**config.mk**
```make
export PLATFORM = sky130hd
export DESIGN_NAME = stroke_point_store_radius_query_core
export DESIGN_NICKNAME = d
export VERILOG_FILES = /design/src/sprq_pkg.sv /design/src/stroke_point_store_radius_query_core.sv
export SDC_FILE = /design/constraint.sdc
export NUM_CORES = 2
export LEC_CHECK = 0
export ABC_AREA = 0
export BUFFER_PORTS_ARGS = -buffer_cell sky130_fd_sc_hd__buf_2
export CAP_MARGIN = 20
export CORE_UTILIZATION = 55
export DETAILED_ROUTE_END_ITERATION = 10
export GPL_ROUTABILITY_DRIVEN = 0
export PLACE_DENSITY = 0.77
export SLEW_MARGIN = 20
export SYNTH_ARGS = -nofsm -noshare
export SYNTH_HDL_FRONTEND = slang
export SYNTH_SLANG_ARGS = --single-unit
export TNS_END_PERCENT = 5
```
**constraint.sdc**
```tcl
create_clock -name clk -period 10.7 [get_ports clk]
set_clock_uncertainty 0.2 [all_clocks]
set_input_delay 1.07 -clock clk [delete_from_list [all_inputs] [get_ports clk]]
set_output_delay 1.07 -clock clk [all_outputs]
set_load 0.01 [all_outputs]
```
**src/sprq_pkg.sv**
```systemverilog
// sprq_pkg: shared codes and widths for the stroke point store radius query core.
// No dependencies.
`default_nettype none

package sprq_pkg;

	localparam int IDX_W = 6;   // width of the hit_index port
	localparam int RAD_W = 15;  // width of the radius port
	localparam int R2_W  = 2 * RAD_W;

	typedef enum logic [1:0] {
		FUNC_START  = 2'd0,
		FUNC_APPEND = 2'd1,
		FUNC_QUERY  = 2'd2,
		FUNC_NONE   = 2'd3
	} func_t;

endpackage

`default_nettype wire

```
**src/stroke_point_store_radius_query_core.sv**
```systemverilog
// stroke_point_store_radius_query_core: point store of one stroke with bounding box and
// fixed-radius eraser query. Point store is an internal synchronous RAM.
// Depends on sprq_pkg.
`default_nettype none

// Timing: start, append and an undefined func give their single result beat registered at
// the accept edge, as does a query that misses the grown box or hits an empty store.
// A query inside the box scans the store with busy high: the single RAM read port reads
// one point a cycle, and each point passes the difference and square registers to the
// sum-and-compare; a final beat closes the run. Hit beats stream out as matches are found.
// Reset clears the point count, the box and all control; RAM contents are left as is.
module stroke_point_store_radius_query_core
	import sprq_pkg::*;
#(
	parameter int MAX_POINTS = 64,
	parameter int COORD_BITS = 16
) (
	input  wire logic                     clk,
	input  wire logic                     arst_n,
	input  wire logic                     start,
	output logic                          busy,
	input  wire logic [1:0]               func,
	input  wire logic signed [15:0]       px,
	input  wire logic signed [15:0]       py,
	input  wire logic [RAD_W-1:0]         radius,
	output logic                          done,
	output logic                          status,
	output logic                          hit,
	output logic [IDX_W-1:0]              hit_index,
	output logic                          last
);

	localparam int AW   = (MAX_POINTS > 1) ? $clog2(MAX_POINTS) : 1;
	localparam int CW   = $clog2(MAX_POINTS + 1);
	localparam int CB   = COORD_BITS;
	localparam int DW   = CB + 1;                        // coordinate difference
	localparam int SQW  = 2 * CB;                        // one square
	localparam int SUMW = 2 * CB + 1;                    // sum of squares
	localparam int CMPW = (SUMW > R2_W) ? SUMW : R2_W;   // distance compare width
	localparam int BW   = ((CB > 16) ? CB : 16) + 2;     // box-plus-radius width

	localparam logic [1:0] ST_IDLE = 2'd0;
	localparam logic [1:0] ST_SCAN = 2'd1;

	// Coordinates at the configured width: sign-extend or wrap the 16-bit fields.
	logic signed [CB-1:0] x_in, y_in;
	assign x_in = CB'(px);
	assign y_in = CB'(py);

	logic [1:0] state_q;
	logic       accept;
	assign busy   = (state_q != ST_IDLE);
	assign accept = start && !busy;

	// Stroke state
	logic [CW-1:0]        count_q;
	logic signed [CB-1:0] box_left_q, box_right_q, box_top_q, box_bottom_q;

	// Point store RAM: {x, y} per entry, one write and one registered read port
	logic [2*CB-1:0] mem [MAX_POINTS];
	logic [2*CB-1:0] rdata_q;
	logic [AW-1:0]   rd_addr;
	logic            wr_en;
	logic [AW-1:0]   wr_addr;

	// Query context
	logic signed [CB-1:0] qx_q, qy_q;
	logic [R2_W-1:0]      r2_q;
	logic [CW-1:0]        addr_q;
	logic                 issue;

	// Distance pipeline
	logic                 v_s1, v_s2, v_s3;
	logic [AW-1:0]        idx_s1, idx_s2, idx_s3;
	logic signed [DW-1:0] dx_s2, dy_s2;
	logic [SQW-1:0]       dx2_s3, dy2_s3;
	logic                 match;

	// Pending hit: held back until the next match or scan end decides its last flag
	logic                 pend_v_q;
	logic [AW-1:0]        pend_idx_q;

	// Output beat
	logic                 done_q, status_q, hit_q, last_q;
	logic [AW-1:0]        idx_q;

	assign done      = done_q;
	assign status    = status_q;
	assign hit       = hit_q;
	assign hit_index = IDX_W'(idx_q);
	assign last      = last_q;

	// Append decode
	logic full, empty;
	assign empty = (count_q == '0);
	assign full  = (count_q >= CW'(MAX_POINTS));

	// Box test against the box grown by the radius, edges inclusive
	logic signed [BW-1:0] r_ext, xb, yb;
	logic                 outside;
	assign r_ext   = BW'($signed({1'b0, radius}));
	assign xb      = BW'(x_in);
	assign yb      = BW'(y_in);
	assign outside = (xb < BW'(box_left_q) - r_ext) || (xb > BW'(box_right_q) + r_ext)
		|| (yb < BW'(box_top_q) - r_ext) || (yb > BW'(box_bottom_q) + r_ext);

	// RAM write on start / append, read address from the scan counter
	always_comb begin
		wr_en   = 1'b0;
		wr_addr = '0;
		if (accept) begin
			case (func)
				FUNC_START: begin
					wr_en = 1'b1;
				end
				FUNC_APPEND: begin
					wr_en   = !full;
					wr_addr = empty ? '0 : count_q[AW-1:0];
				end
				default: begin
					wr_en = 1'b0;
				end
			endcase
		end
	end

	assign rd_addr = addr_q[AW-1:0];
	assign issue   = (state_q == ST_SCAN) && (addr_q < count_q);

	always_ff @(posedge clk) begin
		if (wr_en) begin
			mem[wr_addr] <= {x_in, y_in};
		end
		rdata_q <= mem[rd_addr];
	end

	// Distance datapath: difference, square, then sum-and-compare
	logic [CMPW-1:0] dist2;
	assign dist2 = CMPW'(dx2_s3) + CMPW'(dy2_s3);
	assign match = v_s3 && (dist2 < CMPW'(r2_q));

	always_ff @(posedge clk) begin
		idx_s1 <= rd_addr;
		dx_s2  <= DW'(qx_q) - DW'($signed(rdata_q[2*CB-1:CB]));
		dy_s2  <= DW'(qy_q) - DW'($signed(rdata_q[CB-1:0]));
		idx_s2 <= idx_s1;
		// operands sign-extended to full width so the square is never truncated
		dx2_s3 <= SQW'(dx_s2) * SQW'(dx_s2);
		dy2_s3 <= SQW'(dy_s2) * SQW'(dy_s2);
		idx_s3 <= idx_s2;
	end

	always_ff @(posedge clk or negedge arst_n) begin
		if (!arst_n) begin
			v_s1 <= 1'b0;
			v_s2 <= 1'b0;
			v_s3 <= 1'b0;
		end else begin
			v_s1 <= issue;
			v_s2 <= v_s1;
			v_s3 <= v_s2;
		end
	end

	// Control, stroke state and output beats
	always_ff @(posedge clk or negedge arst_n) begin
		if (!arst_n) begin
			state_q      <= ST_IDLE;
			count_q      <= '0;
			box_left_q   <= '0;
			box_right_q  <= '0;
			box_top_q    <= '0;
			box_bottom_q <= '0;
			addr_q       <= '0;
			pend_v_q     <= 1'b0;
			done_q       <= 1'b0;
			status_q     <= 1'b0;
			hit_q        <= 1'b0;
			idx_q        <= '0;
			last_q       <= 1'b0;
		end else begin
			done_q <= 1'b0;
			case (state_q)
				ST_IDLE: begin
					if (accept) begin
						done_q   <= 1'b1;
						status_q <= 1'b0;
						hit_q    <= 1'b0;
						idx_q    <= '0;
						last_q   <= 1'b1;
						case (func)
							FUNC_START: begin
								count_q      <= CW'(1);
								box_left_q   <= x_in;
								box_right_q  <= x_in;
								box_top_q    <= y_in;
								box_bottom_q <= y_in;
							end
							FUNC_APPEND: begin
								if (empty) begin
									count_q      <= CW'(1);
									box_left_q   <= x_in;
									box_right_q  <= x_in;
									box_top_q    <= y_in;
									box_bottom_q <= y_in;
								end else if (full) begin
									status_q <= 1'b1;
								end else begin
									count_q <= count_q + CW'(1);
									if (x_in < box_left_q) begin
										box_left_q <= x_in;
									end else if (x_in > box_right_q) begin
										box_right_q <= x_in;
									end
									if (y_in < box_top_q) begin
										box_top_q <= y_in;
									end else if (y_in > box_bottom_q) begin
										box_bottom_q <= y_in;
									end
								end
							end
							FUNC_QUERY: begin
								if (!empty && !outside) begin
									// no beat now: the scan reports
									done_q   <= 1'b0;
									state_q  <= ST_SCAN;
									addr_q   <= '0;
									pend_v_q <= 1'b0;
								end
							end
							default: begin
								status_q <= 1'b0;
							end
						endcase
					end
				end
				ST_SCAN: begin
					if (issue) begin
						addr_q <= addr_q + CW'(1);
					end
					if (match) begin
						if (pend_v_q) begin
							done_q   <= 1'b1;
							status_q <= 1'b0;
							hit_q    <= 1'b1;
							idx_q    <= pend_idx_q;
							last_q   <= 1'b0;
						end
						pend_v_q <= 1'b1;
					end else if (!issue && !v_s1 && !v_s2 && !v_s3) begin
						// scan drained: close the run
						done_q   <= 1'b1;
						status_q <= 1'b0;
						hit_q    <= pend_v_q;
						idx_q    <= pend_v_q ? pend_idx_q : '0;
						last_q   <= 1'b1;
						pend_v_q <= 1'b0;
						state_q  <= ST_IDLE;
					end
				end
				default: begin
					state_q <= ST_IDLE;
				end
			endcase
		end
	end

	// Query operands and pending index carry no reset
	always_ff @(posedge clk) begin
		if (accept) begin
			qx_q <= x_in;
			qy_q <= y_in;
			r2_q <= R2_W'(radius) * R2_W'(radius);
		end
		if (match) begin
			pend_idx_q <= idx_s3;
		end
	end

endmodule

`default_nettype wire

```
==> flow_summary.json <==
{
  "netlist.area_leader.share_pct": 52.78,
  "wirelength_um": 322500,
  "cap_violations": 0,
  "cts-buffers-inserted": 221,
  "grt.overflow.total": 0,
  "dpl-instance-area_um2": 124800,
  "core_area_um2": 217400,
  "finalNonFillerCells": 10697,
  "use_met3_pct": 5.845,
  "clk_latency_ps": 900,
  "synth-async-reset-ratio_pct": 3.951,
  "clkTransAtPathRegs_ps": 60,
  "cp_slowest_cell": "fa_1",
  "endpoint_kind": "flop",
  "min_period_ps": 7420,
  "cts-root-buf": "clkbuf_16",
  "syn_area_um2": 120300,
  "crit_family": "adder cells",
  "grt_max_degree": 140,
  "cts-htree-levels": 4,
  "cp.depth": 23,
  "path_common_cell": "fa_1",
  "cts_tree": "yes",
  "clock_path_buffers": 3,
  "reg2reg_from": "dy_s2[7]",
  "finalSetupTns_ps": 0,
  "critPathMaxStageDelay_ps": 570,
  "wl_per_cell_um": 30.15,
  "grt_pass1_vias": 71241,
  "critPathArrivalTime_ps": 7790,
  "worstSetupStartpointType": "primary input",
  "synth_warnings": 0,
  "num_vias": 67667,
  "ant_nets": 0,
  "die_h_um": 469.8,
  "cp_cell_sequence": "buf_2, clkinv_1, nor2_1, inv_1, fa_1, fa_1, fa_1, inv_1, fa_1, fa_1, inv_1, fa_1, inv_1, ha_1, and3_1, o2111ai_1, a2bb2oi_1, o311a_1, nor3_1, nand4_1, nand4b_1, a21oi_1, xnor2_1",
  "io_pins": 63,
  "synthCells": 7451,
  "crit_fanout": 11,
  "grt_setup_unrepaired": "false",
  "criticalPathCategory": "primary input to flop",
  "synthToLayoutAreaGrowth_pct": 10.11,
  "yosysTopAreaCell": "edfxtp_1",
  "met2_usage_pct": 49.50,
  "seq_area_frac_synth_pct": 57.14,
  "die_w_um": 469.8,
  "tightest_slew_ps": 1247,
  "finalHoldViolCount": 0,
  "gr-usage-all-layers_pct": 29.69,
  "nets": 8893,
  "placed_cells": 10267,
  "cts_hold_buffers": 0,
  "required_ps": 11070,
  "syn-num-nets": 8707,
  "post_cts_buffers": 0,
  "die_area_um2": 220700,
  "syn_area_per_cell_um2": 16.15,
  "min_path_type": "primary input to asynchronous set/reset pin",
  "layout-drive-gt1-share_pct": 17.38,
  "dr.pass1.iters": 6,
  "io_buffers": 62,
  "ys_ff_latch": 2354,
  "rows": 171,
  "final-setup-viol-count": 0,
  "fmax_mhz": 134.8,
  "fillers": 14934,
  "synth_edf_count": 2115,
  "route.detailed.drc": 0,
  "ys_types": 76,
  "grt_pass1_wl_um": 475300,
  "startpoint": "radius[4]",
  "gr-usage-met1_pct": 37.62,
  "period_share_pct": 69.35,
  "slew_violations": 0,
  "synthFlopType": "edfxtp_1",
  "yosys.cell_count.top_type": "edfxtp_1",
  "drt_iter0_markers": 8354,
  "post-dp-hpwl_um": 187100,
  "reg2reg_depth": 21,
  "antenna_found_initial": 29,
  "status": "completed",
  "grt_busiest_layer": "met2",
  "ctsResizeCount": 0,
  "initial_utilization_pct": 55.36,
  "maxSlewHeadroom_pct": 16.62,
  "finish.instance_area_um2": 132500,
  "clock_sinks": 2354,
  "synth_area_leaders": "edfxtp_1 53%, mux4_2 13%, fa_1 11%",
  "drt-vias-per-instance": 6.326,
  "synth_common_cells": "2115 x edfxtp_1, 1055 x inv_1, 672 x mux4_2, 655 x fa_1, 549 x ha_1",
  "critPathBufInv": 6
}
-- path summary, 6_finish.rpt --
path / to / slack (ps)
setup reg to reg: dy2_s3[30] / 3520
min in group clk: idx_s2[1] / 130
hold reg to reg: idx_s2[1] / 130
max in group asynchronous: addr_q[0] / 9160
setup / recovery: r2_q[29] / 3280
hold / removal: box_bottom_q[8] / 30
-- per-layer routing --
metal / vias up / routed length [um]
met4: 28 / 17200
li1: 27646 / -
met1: 34859 / 111800
met3: 885 / 33600
met5: - / 193
met2: 4249 / 159700
-- registers in the layout, summed over array words and instances, names as in the netlist, 6 cells and up --
register,flops
mem,2048
rdata_q,32
dx2_s3,31
dy2_s3,31
r2_q,29
dx_s2,17
dy_s2,17
box_bottom_q,16
box_left_q,16
box_right_q,16
box_top_q,16
qx_q,16
qy_q,16
addr_q,7
count_q,7
hit_index,6
idx_s1,6
idx_s2,6
idx_s3,6
pend_idx_q,6
-- cell families (layout without fill, tap and decap cells) --
group / Yosys count / in the layout / share of synthesized area (%)
flip-flops: 2354 / 2354 / 57.14
AO/OA/AOI/OAI: 597 / 597 / 3.292
XOR/XNOR: 213 / 213 / 1.550
multiplexers: 735 / 735 / 13.19
other: 0 / 8 / 0
adder cells (fa/ha/maj): 1204 / 1204 / 16.61
buffers and inverters: 1291 / 1675 / 4.090
AND/OR/NAND/NOR: 1057 / 1057 / 4.135
-- layout by cell type, fill, tap and decap left out, types with 15 or more instances in the layout --
cell	instances
nand3_1	72
clkbuf_1	47
nand2b_1	37
clkbuf_16	228
o211ai_1	16
buf_2	60
o21ai_0	110
mux2_2	41
a21o_1	96
a211oi_1	29
nor3_1	41
nand2_1	360
bufinv_16	22
buf_4	128
nor2b_1	57
clkinv_2	39
and3_1	37
mux4_2	672
o21a_1	41
a21oi_1	162
dfxtp_1	146
nand4_1	27
ha_1	549
fa_1	655
inv_1	1054
nor2_1	190
edfxtp_1	2115
o21bai_1	20
and2_1	110
clkinv_1	36
clkbuf_8	15
nor2_4	64
dfrtp_1	87
xnor2_1	153
xor2_1	60
or3_1	20
-- cell type report --
| class | instances | area (um^2) | area share (%) |
|---|---|---|---|
| tap | 2854 | 3571 | 2.695 |
| antenna | 8 | 20.02 | 0.01511 |
| multi-input combinational | 3806 | 47150 | 35.58 |
| sequential | 2354 | 68780 | 51.91 |
| clock inverter | 131 | 1543 | 1.164 |
| timing repair buffer | 194 | 1373 | 1.036 |
| clock buffer | 290 | 6088 | 4.595 |
| inverter | 1060 | 3979 | 3.003 |
-- metrics by stage --
| step | worst slack, ps | hold slack [ps] | util, % |
|---|---|---|---|
| 4_1_cts | 3240 | 17.53 | 60.93 |
| 6_report | 3280 | 34.29 | 60.95 |
| 3_5_place_dp | 2518 | 112.1 | 57.42 |
| 5_1_grt | 3071 | 61.52 | 60.95 |
| 3_3_place_gp | 2676 | 109.9 | 57.42 |
| 2_1_floorplan | 3568 | 109.6 | - |
Power is not shown: default switching activity piles up to over one toggle a cycle in this logic, so the estimate is an artifact.
